## config.mk

```make
export PLATFORM = sky130hd
export DESIGN_NAME = edit_distance_fuzzy_matcher_unit
export DESIGN_NICKNAME = d
export VERILOG_FILES = /design/src/rtl/edfm_pkg.sv /design/src/rtl/edfm_datapath.sv /design/src/rtl/edfm_ctrl.sv /design/src/rtl/edit_distance_fuzzy_matcher_unit.sv
export SDC_FILE = /design/constraint.sdc
export NUM_CORES = 1
export LEC_CHECK = 0
export ABC_CLOCK_PERIOD_IN_PS = 11210
export BUFFER_PORTS_ARGS = -buffer_cell sky130_fd_sc_hd__buf_2
export CAP_MARGIN = 20
export CORE_ASPECT_RATIO = 1.1
export CORE_MARGIN = 5
export CORE_UTILIZATION = 40
export CTS_CLUSTER_SIZE = 10
export DETAILED_ROUTE_END_ITERATION = 12
export PLACE_DENSITY = 0.51
export RECOVER_POWER = 50
export REMOVE_ABC_BUFFERS = 1
export SLEW_MARGIN = 20
export SYNTH_ARGS = -nofsm -noshare
export SYNTH_HDL_FRONTEND = slang
export SYNTH_SLANG_ARGS = --single-unit
```

## constraint.sdc

```tcl
create_clock -name i_clk -period 11.21 [get_ports i_clk]
set_input_delay 0 -clock i_clk [delete_from_list [all_inputs] [get_ports i_clk]]
set_output_delay 0 -clock i_clk [all_outputs]
set_load 0.01 [all_outputs]
```

## src/rtl/edfm_pkg.sv

```systemverilog
// Shared types and constants for the edit distance fuzzy matcher.
package edfm_pkg;

    localparam int MaxQuery     = 32;
    localparam int MaxCandidate = 255;
    localparam int QIdxW        = $clog2(MaxQuery);
    localparam int QLenW        = $clog2(MaxQuery + 1);

    localparam logic [7:0] DistCap = 8'd255;

    typedef enum logic [1:0] {
        CMD_CLEAR  = 2'd0,
        CMD_QBYTE  = 2'd1,
        CMD_CBYTE  = 2'd2,
        CMD_END    = 2'd3
    } t_cmd;

    typedef struct packed {
        logic [1:0] command;
        logic [7:0] char_code;
    } t_in_item;

    typedef struct packed {
        logic [7:0]  distance;
        logic        is_match;
        logic [15:0] candidate_number;
        logic        truncated;
    } t_out_item;

    // Controller to datapath commands.
    typedef struct packed {
        logic clear_query;
        logic append_query;
        logic restart;
        logic feed_start;
        logic feed_step;
        logic emit;
    } t_dp_cmd;

    // Datapath to controller status.
    typedef struct packed {
        logic feed_last;
        logic cand_full;
    } t_dp_status;

    function automatic logic [7:0] sat_inc(input logic [7:0] v);
        sat_inc = (v == DistCap) ? DistCap : v + 8'd1;
    endfunction

endpackage

```

## src/rtl/edfm_datapath.sv

```systemverilog
// Datapath: query memory, distance column, counters and result register.
module edfm_datapath (
    input  logic                  i_clk,
    input  logic                  i_rst_n,
    input  logic                  i_cfg_we,
    input  logic [7:0]            i_cfg_data,
    input  edfm_pkg::t_in_item    i_item,
    input  edfm_pkg::t_dp_cmd     i_cmd,
    output edfm_pkg::t_dp_status  o_status,
    output logic                  o_result_valid,
    output edfm_pkg::t_out_item   o_result
);
    import edfm_pkg::*;

    // Entry k holds the distance for query prefix k + 1; the empty prefix equals r_clen.
    logic [7:0]       r_qmem [MaxQuery];
    logic [7:0]       r_col  [MaxQuery];
    logic [QLenW-1:0] r_qlen;
    logic [QLenW-1:0] r_idx;
    logic [7:0]       r_diag;
    logic [7:0]       r_up;
    logic [7:0]       r_char;
    logic [7:0]       r_qbyte;
    logic [7:0]       r_clen;
    logic [15:0]      r_count;
    logic             r_cut;
    logic             r_qcut;
    logic [7:0]       r_limit;
    logic             r_valid;
    t_out_item        r_result;

    logic [7:0]       n_cell;
    logic [7:0]       w_m;
    logic [7:0]       w_old;
    logic [7:0]       w_fin;
    logic [QLenW-1:0] w_oidx;
    logic [QLenW-1:0] w_fidx;

    assign w_oidx = r_idx - QLenW'(1);
    assign w_fidx = r_qlen - QLenW'(1);
    assign w_old  = r_col[w_oidx[QIdxW-1:0]];
    assign w_fin  = (r_qlen == '0) ? r_clen : r_col[w_fidx[QIdxW-1:0]];

    always_comb begin
        w_m = (w_old < r_up) ? w_old : r_up;
        w_m = (w_m < r_diag) ? w_m : r_diag;
        n_cell = (r_qbyte == r_char) ? r_diag : sat_inc(w_m);
    end

    always_ff @(posedge i_clk) begin
        if (i_cmd.append_query && r_qlen < QLenW'(MaxQuery)) begin
            r_qmem[r_qlen[QIdxW-1:0]] <= i_item.char_code;
        end
        if (i_cmd.feed_start) begin
            r_qbyte <= r_qmem[0];
        end else if (i_cmd.feed_step) begin
            r_qbyte <= r_qmem[r_idx[QIdxW-1:0]];
        end
    end

    always_ff @(posedge i_clk) begin
        if (!i_rst_n) begin
            for (int i = 0; i < MaxQuery; i++) r_col[i] <= 8'(i + 1);
            r_qlen   <= '0;
            r_idx    <= '0;
            r_clen   <= '0;
            r_count  <= '0;
            r_cut    <= 1'b0;
            r_qcut   <= 1'b0;
            r_limit  <= 8'd3;
            r_valid  <= 1'b0;
        end else begin
            r_valid <= i_cmd.emit;
            if (i_cfg_we) r_limit <= i_cfg_data;
            if (i_cmd.clear_query) begin
                r_qlen  <= '0;
                r_count <= '0;
                r_qcut  <= 1'b0;
            end
            if (i_cmd.append_query) begin
                if (r_qlen < QLenW'(MaxQuery)) r_qlen <= r_qlen + QLenW'(1);
                else r_qcut <= 1'b1;
            end
            if (i_cmd.feed_start) begin
                if (r_clen == 8'(MaxCandidate)) begin
                    r_cut <= 1'b1;
                end else begin
                    r_char <= i_item.char_code;
                    r_diag <= r_clen;
                    r_up   <= sat_inc(r_clen);
                    r_clen <= r_clen + 8'd1;
                    r_idx  <= QLenW'(1);
                end
            end
            if (i_cmd.feed_step) begin
                r_col[w_oidx[QIdxW-1:0]] <= n_cell;
                r_diag                   <= w_old;
                r_up                     <= n_cell;
                r_idx                    <= r_idx + QLenW'(1);
            end
            if (i_cmd.emit) begin
                r_result.distance         <= w_fin;
                r_result.is_match         <= w_fin < r_limit;
                r_result.candidate_number <= r_count;
                r_result.truncated        <= r_cut | r_qcut;
                r_count                   <= r_count + 16'd1;
            end
            if (i_cmd.restart) begin
                for (int i = 0; i < MaxQuery; i++) r_col[i] <= 8'(i + 1);
                r_clen <= '0;
                r_cut  <= 1'b0;
            end
        end
    end

    assign o_status.feed_last = (r_idx >= r_qlen);
    assign o_status.cand_full = (r_clen == 8'(MaxCandidate));
    assign o_result_valid     = r_valid;
    assign o_result           = r_result;

endmodule

```

## src/rtl/edfm_ctrl.sv

```systemverilog
// Controller: decodes commands and sequences the column update.
module edfm_ctrl (
    input  logic                  i_clk,
    input  logic                  i_rst_n,
    input  logic                  start,
    input  edfm_pkg::t_in_item    i_item,
    input  edfm_pkg::t_dp_status  i_status,
    output edfm_pkg::t_dp_cmd     o_cmd,
    output logic                  busy
);
    import edfm_pkg::*;

    typedef enum logic [1:0] {S_IDLE, S_FEED, S_PRIME} t_state;
    t_state r_state;
    logic   w_take;
    t_cmd   w_op;

    assign w_take = start && (r_state == S_IDLE);
    assign w_op   = t_cmd'(i_item.command);

    always_comb begin
        o_cmd = '0;
        if (w_take) begin
            unique case (w_op)
                CMD_CLEAR: begin
                    o_cmd.clear_query = 1'b1;
                    o_cmd.restart     = 1'b1;
                end
                CMD_QBYTE: begin
                    o_cmd.append_query = 1'b1;
                    o_cmd.restart      = 1'b1;
                end
                CMD_CBYTE: o_cmd.feed_start = 1'b1;
                CMD_END: begin
                    o_cmd.emit    = 1'b1;
                    o_cmd.restart = 1'b1;
                end
                default: o_cmd = '0;
            endcase
        end
        if (r_state == S_FEED) o_cmd.feed_step = 1'b1;
    end

    always_ff @(posedge i_clk) begin
        if (!i_rst_n) begin
            r_state <= S_IDLE;
        end else begin
            unique case (r_state)
                S_IDLE: if (w_take && w_op == CMD_CBYTE && !i_status.cand_full)
                    r_state <= S_PRIME;
                S_PRIME: r_state <= S_FEED;
                S_FEED: if (i_status.feed_last) r_state <= S_IDLE;
                default: r_state <= S_IDLE;
            endcase
        end
    end

    assign busy = (r_state != S_IDLE);

endmodule

```

## src/rtl/edit_distance_fuzzy_matcher_unit.sv

```systemverilog
// Top level of the streaming Levenshtein edit distance matcher.
// Usage:
//   Drive i_item (command and char_code) and raise start; the transaction
//   is taken at a clock edge where start is high and busy is low.
//   Commands: clear query, append query byte, candidate byte, end of
//   candidate. Only end of candidate produces a result.
//   A result appears on o_result for one cycle with o_result_valid high,
//   in the cycle after the end transaction; the receiver cannot stall.
//   Clear, append and end never make the unit busy. A candidate byte walks the
//   distance column one query position per cycle through one shared cell,
//   with busy high until the walk ends (busy stays low when the candidate
//   is already full).
//   match_limit is written with i_cfg_we / i_cfg_data while idle.
//   After reset: empty query, column holds 1..32, limit 3, count 0.
//   Query bytes beyond 32 and candidate bytes beyond 255 are dropped and
//   set the truncated flag of the result.
module edit_distance_fuzzy_matcher_unit (
    input  logic                 i_clk,
    input  logic                 i_rst_n,
    input  logic                 start,
    output logic                 busy,
    input  edfm_pkg::t_in_item   i_item,
    input  logic                 i_cfg_we,
    input  logic [7:0]           i_cfg_data,
    output logic                 o_result_valid,
    output edfm_pkg::t_out_item  o_result
);
    import edfm_pkg::*;

    t_dp_cmd    w_cmd;
    t_dp_status w_status;

    edfm_ctrl u_ctrl (
        .i_clk    (i_clk),
        .i_rst_n  (i_rst_n),
        .start    (start),
        .i_item   (i_item),
        .i_status (w_status),
        .o_cmd    (w_cmd),
        .busy     (busy)
    );

    edfm_datapath u_dp (
        .i_clk          (i_clk),
        .i_rst_n        (i_rst_n),
        .i_cfg_we       (i_cfg_we),
        .i_cfg_data     (i_cfg_data),
        .i_item         (i_item),
        .i_cmd          (w_cmd),
        .o_status       (w_status),
        .o_result_valid (o_result_valid),
        .o_result       (o_result)
    );

endmodule
```

# After elaboration in Yosys (flattened, before gate mapping)
# Memories as Yosys holds them, arrays and structs flattened. A register that Yosys moved wholly into a read port is not among the register bits.
# Cells that the tools add are included.
[totals]
ff_bits = 107
latch_bits = 0
mem_bits_rw = 512
mem_bits_ro = 0
in_bits = 22
output_inout_bits = 28
wordCells = 178
mem_count = 2
[mem_list]
columns = ["memory", "words", "width", "read_ports", "rd_ports_with_merged_regs", "wr", "line_no", "rtl"]
rows = [
  ["u_dp.r_col", 32, 8, 2, 0, 32, "edfm_datapath.sv:17", "logic [7:0] r_col [MaxQuery];"],
  ["u_dp.r_qmem", 32, 8, 2, 1, 1, "edfm_datapath.sv:16", "logic [7:0] r_qmem [MaxQuery];"],
]
[classes]
n_addsub = 7
n_mul = 0
div = 0
order_cmp = 5
eq_ne = 11
shifts = 0
n_mux = 80
bitwise_logic = 35
reduce_logical = 21
[op_table]
columns = ["op", "count"]
rows = [
  ["$mux W8", 46],
  ["$mux W6", 7],
  ["$or A1 B1 Y1", 33],
  ["$mux W16", 2],
  ["$lt A8 B8 Y1", 3],
  ["$mux W1", 19],
  ["$add A16 B1 Y16 const B", 1],
  ["$add A8 B1 Y8 const B", 2],
  ["$eq A8 B8 Y1 const B", 2],
  ["$mux W5", 3],
  ["$add A6 B1 Y6 const B", 2],
  ["$reduce_and A2 Y1", 5],
  ["$sub A5 B1 Y5 const B", 2],
  ["$eq A8 B8 Y1", 1],
  ["$reduce_or A8 Y1", 1],
  ["$eq A2 B2 Y1 const B", 3],
  ["$ge A6 B6 Y1", 1],
  ["$logic_not A6 Y1", 1],
  ["$lt A6 B6 Y1 const B", 1],
  ["$pmux W2 S3", 1],
  ["$reduce_and A3 Y1", 2],
  ["$reduce_bool A2 Y1", 3],
  ["$eq A2 B1 Y1 const B", 2],
  ["$logic_and A1 B1 Y1", 4],
  ["8 further kinds", 12],
]

# Depth between registers and ports, before layout
[logic_depth]
word_depth = 10
depth_mapped = 41
mapped_depth_nobuf = 34

# Cells and area by module
# A second synthesis with hierarchy kept.
[unflattened]
cells_unflattened = 2008
area_unflattened_um2 = 29899.9
[modules_own_cells]
columns = ["mod", "instances", "cells_each", "area_each_um2", "seq_area_each_um2"]
rows = [
  ["edfm_datapath", 1, 1990, 29737.3, 18157.4],
  ["edfm_ctrl", 1, 18, 162.7, 40.0],
]

# Worst setup path before layout
# Ideal clock, no wire load.
[synth_timing]
path_kind = "register to register"
from = "register u_dp.r_idx[0]"
to = "memory u_dp.r_col[31][7], data pin"
setup_time_ns = 0.263
arrival_time_ns = 7.641
required_time_ns = 10.947
setup_slack_ns = 3.306
path_stages_with_launch = 39
path_buffers = 9
period_less_slack_ns = 7.904
path_cell_list = "dfxtp_1 -> buf_6 -> buf_6 -> clkinv_1 -> ha_1 -> buf_4 -> buf_4 -> buf_2 -> buf_2 -> mux4_2 -> o22ai_1 -> nor2_1 -> o211ai_1 -> inv_1 -> ha_1 -> a21o_1 -> a21oi_1 -> nand4_1 -> (+3 left out) -> inv_1 -> ha_1 -> a21o_1 -> a21oi_1 -> o22ai_1 -> nor2_1 -> and4_1 -> a22oi_1 -> clkbuf_1 -> o21ai_0 -> ha_1 -> and4_1 -> a31o_1 -> nand2b_1 -> a211o_1 -> a22oi_4 -> buf_6 -> nor2_2"
[synth_rtl]
columns = ["item", "line_no", "rtl"]
rows = [
  ["start: declaration", "edfm_datapath.sv:19", "logic [QLenW-1:0] r_idx;"],
  ["start signal: assignment", "edfm_datapath.sv:92", "r_idx <= QLenW'(1);"],
  ["start signal: assignment", "edfm_datapath.sv:99", "r_idx <= r_idx + QLenW'(1);"],
  ["end: declaration", "edfm_datapath.sv:17", ""],
]

==> metrics <==
status finished with violations; violated checks max-capacitance violations, max-slew violations; Routed WL 83,700 µm; drt pass-1 iters 6; Initial Util 0.403; wire per inst 27.2 µm; DR iter-0 viols 1,647; met3 GRT Util 0.0370; die area 79,400 µm²; root buffer cell clkbuf_16; total power 5.72 mW; final instance area 33,200 µm²; top_reg_cell synth edfxtp_1; Final nets 2,161; clk_skew 0.0329 ns; Worst Path Max Fanout 23; Leak 10.6 nW; Final Setup Violations 0; Critical Path AT 10.34 ns; mux cell area share after synthesis 0.183; Compound-Gate Fraction of Synth Area 0.0414; CTS Sinks 624; gr busiest metal met2; worst setup margin 1.22 ns; via count 18,100; CP Data Required Time 11.56 ns; first-pass GRT wire length 124,000 µm; Critical Path Start Type flop; H-tree depth 3; Synth Instances 2,024; Max-slew headroom -1.50; worst setup path end u_dp.r_col[17][5]; Via density 5.88; MaxCap Viol Count 10; antenna viol nets, final 0; met2 Use GR 0.348; I/O pins 50; number of flops mapped to enable cells by yosys 570; WHS 0.358 ns; Post-route DRC 0; PD cells 172 nW/µm²; post-synthesis sequential area ratio 0.616; #FFs+latches synth 624; Final Max Slew Viols 316; Avg Cell Area, Syn 14.6 µm²; vias in the first global route 18,600; Async S/R FF share, synth 0; Placement Cell Area 30,800 µm²; hold_buf cts 38; Core ar. 73,300 µm²; Worst Tran Pin Value 3.76 ns; Post-CTS Resized 0; area grow syn2layout 12.3%; share of cells above drive strength 1 0.195; CTS tree done; Synth Area in Adders 0.0169; area fraction of the dominant cell type after synthesis 0.580; worst vdd ir 0.124 mV; I/O Buffers 49; Final min period 9.99 ns; GP Congestion 0.896; Slowest-stage cell, CP a21oi_4; Reg2Reg Setup Slack 1.22 ns; clk buf depth 3; dpl hpwl 55,800 µm; dpl ws 0.841 ns; Worst R2R Start u_dp.r_idx[0]; synthesized area 29,500 µm²; Worst Setup Path Type reg -> reg; Bufs and invs on worst path 6; Top delay family on crit path compound AO/OA/AOI/OAI gates; unrepaired setup endpoints after global routing no; worst hold path class in -> reg; fmax 0.100 GHz; antenna violations before repair 1; CP Capture Type flop; ant diodes 0; dominant cells by area after synthesis edfxtp_1 58%, mux4_2 17%, dfxtp_1 3.7%, nor2_1 3.5%, nand2_1 2.5%; CTS buffer count 74; Die X-Extent 269 µm; Clock Pin Slew Worst Setup and Hold Paths 0.06 ns; YS warnings 0; Crit path depth 34; Worst R2R Path Depth 34; Post-CTS Setup Inserts 0; xor/xnor share of the synthesized area 0.00941; GR Layer Usage met1 0.290; # rows 104; Max stage delay on crit path 0.71 ns; crit share post-route 0.892; largest family of logic cells by synthesized area multiplexers; Synth area leader edfxtp_1; simple-gate share of the synthesized area 0.105; final hold violation count 0; global route overflow 0; reg-to-reg endpoint u_dp.r_col[17][5]; GRT Total Usage 0.210; Die H 295 µm; largest net degree at the start of global routing 65; Cell variety after synth 74; Clock Latency Late Sink 0.63 ns; Critical Path Start u_dp.r_idx[0]
-- cells in the final DEF (no fill, tap or decap), types with 5 or more instances in the layout --
master and n:
o22ai_1 20, o211ai_1 6, a21oi_1 69, nand3_1 57, and3_1 15, dlygate4sd3_1 38, inv_1 42, mux4_2 218
nor2b_1 9, buf_4 28, nor3_1 29, edfxtp_1 570, nor2_2 32, nand2b_1 28, clkinv_1 7, clkbuf_1 65
a31oi_1 6, nor2_1 276, a211oi_1 5, buf_2 13, nand2_1 199, clkbuf_16 74, o21ai_0 39, xnor2_1 11
nand4_1 12, a21o_1 7, dfxtp_1 51, or3_1 10, ha_1 39, xor2_1 10, mux2i_1 47
-- kinds of logic after synthesis --
logic type / count (synthesis)
mux: 268
buf+inv: 177
fa+ha+maj: 40
xor+xnor: 27
flops: 624
simple gates: 696
compound gates: 192
-- synth_stat cells (all sizes together), types with 3 or more instances --
cell type  count
edfxtp       570
nor2         308
mux4         218
nand2        199
a21oi         70
buf           67
clkbuf        64
nand3         60
dfxtp         54
mux2i         47
inv           43
o21ai         42
ha            40
nor3          30
nand2b        28
o22ai         21
and3          15
xnor2         15
nand4         12
xor2          12
or3           10
nor2b          9
and2           8
a21o           7
a31oi          7
o211ai         6
a211oi         5
a22oi          5
and4           4
or2            4
a211o          3
a31o           3
clkinv         3
mux2           3
nand3b         3
nor4           3
-- worst min-delay path: stages --
cell,delay (ns)
buf_2,0.19
o211ai_1,0.19
dlygate4sd3_1,0.54
-- state kept, by name (all words and copies together) (netlist names), named ones only --
name	cells
u_dp.r_char	8
u_ctrl.r_state	2
u_dp.o_result_valid	1
u_dp.r_up	8
u_dp.r_qbyte	8
u_dp.r_qlen	6
u_dp.r_diag	8
u_dp.o_result	26
u_dp.r_col	256
u_dp.r_count	16
u_dp.r_limit	8
u_dp.r_idx	6
u_dp.r_cut	1
u_dp.r_qmem	256
u_dp.r_qcut	1
u_dp.r_clen	8
-- per-stage QoR --
step / util / cells / setup TNS [ns]
after floorplan: - / 1893 / -395.91
after global placement: 0.420 / 2936 / 0
after detailed placement: 0.420 / 2938 / 0
after CTS: 0.454 / 3082 / 0
after global routing: 0.453 / 3083 / 0
final: 0.453 / 3083 / 0
-- metal layers --
layer | vias up | part of all wire
li1 | 7905 | -
met1 | 9417 | 0.42
met2 | 645 | 0.49
met3 | 156 | 0.059
met4 | 0 | 0.029
met5 | - | 0
-- worst min-delay path by stage --
| stage | startpoint | endpoint | slack [ns] | depth (start not counted) |
|---|---|---|---|---|
| after global routing | i_cfg_we | u_dp.r_limit[0] | 0.37 | 3 |
| after CTS | i_cfg_we | u_dp.r_limit[1] | 0.32 | 3 |
| after detailed placement | i_cfg_data[0] | u_dp.r_limit[0] | 0.23 | 3 |
| after floorplan | i_rst_n | u_dp.r_limit[0] | 0.1 | 1 |
| after global placement | i_cfg_data[0] | u_dp.r_limit[0] | 0.23 | 3 |
| final | i_cfg_we | u_dp.r_limit[0] | 0.36 | 3 |
-- power breakdown --
part / switching [mW] / internal [mW] / total [mW]
logic: 0.639 / 0.293 / 0.933
clock network: 0.949 / 1.22 / 2.16
registers: 0.0343 / 2.59 / 2.62
-- final cells by class --
class / count / area, µm²
fill: 6528 / 40100
inverter: 46 / 173
sequential: 624 / 18200
tap: 954 / 1190
clock buffer: 93 / 1930
timing repair buffer: 130 / 915
clock inverter: 13 / 151
multi-input combinational: 1223 / 10600
No activity file was read; power rests on OpenSTA's default activity.
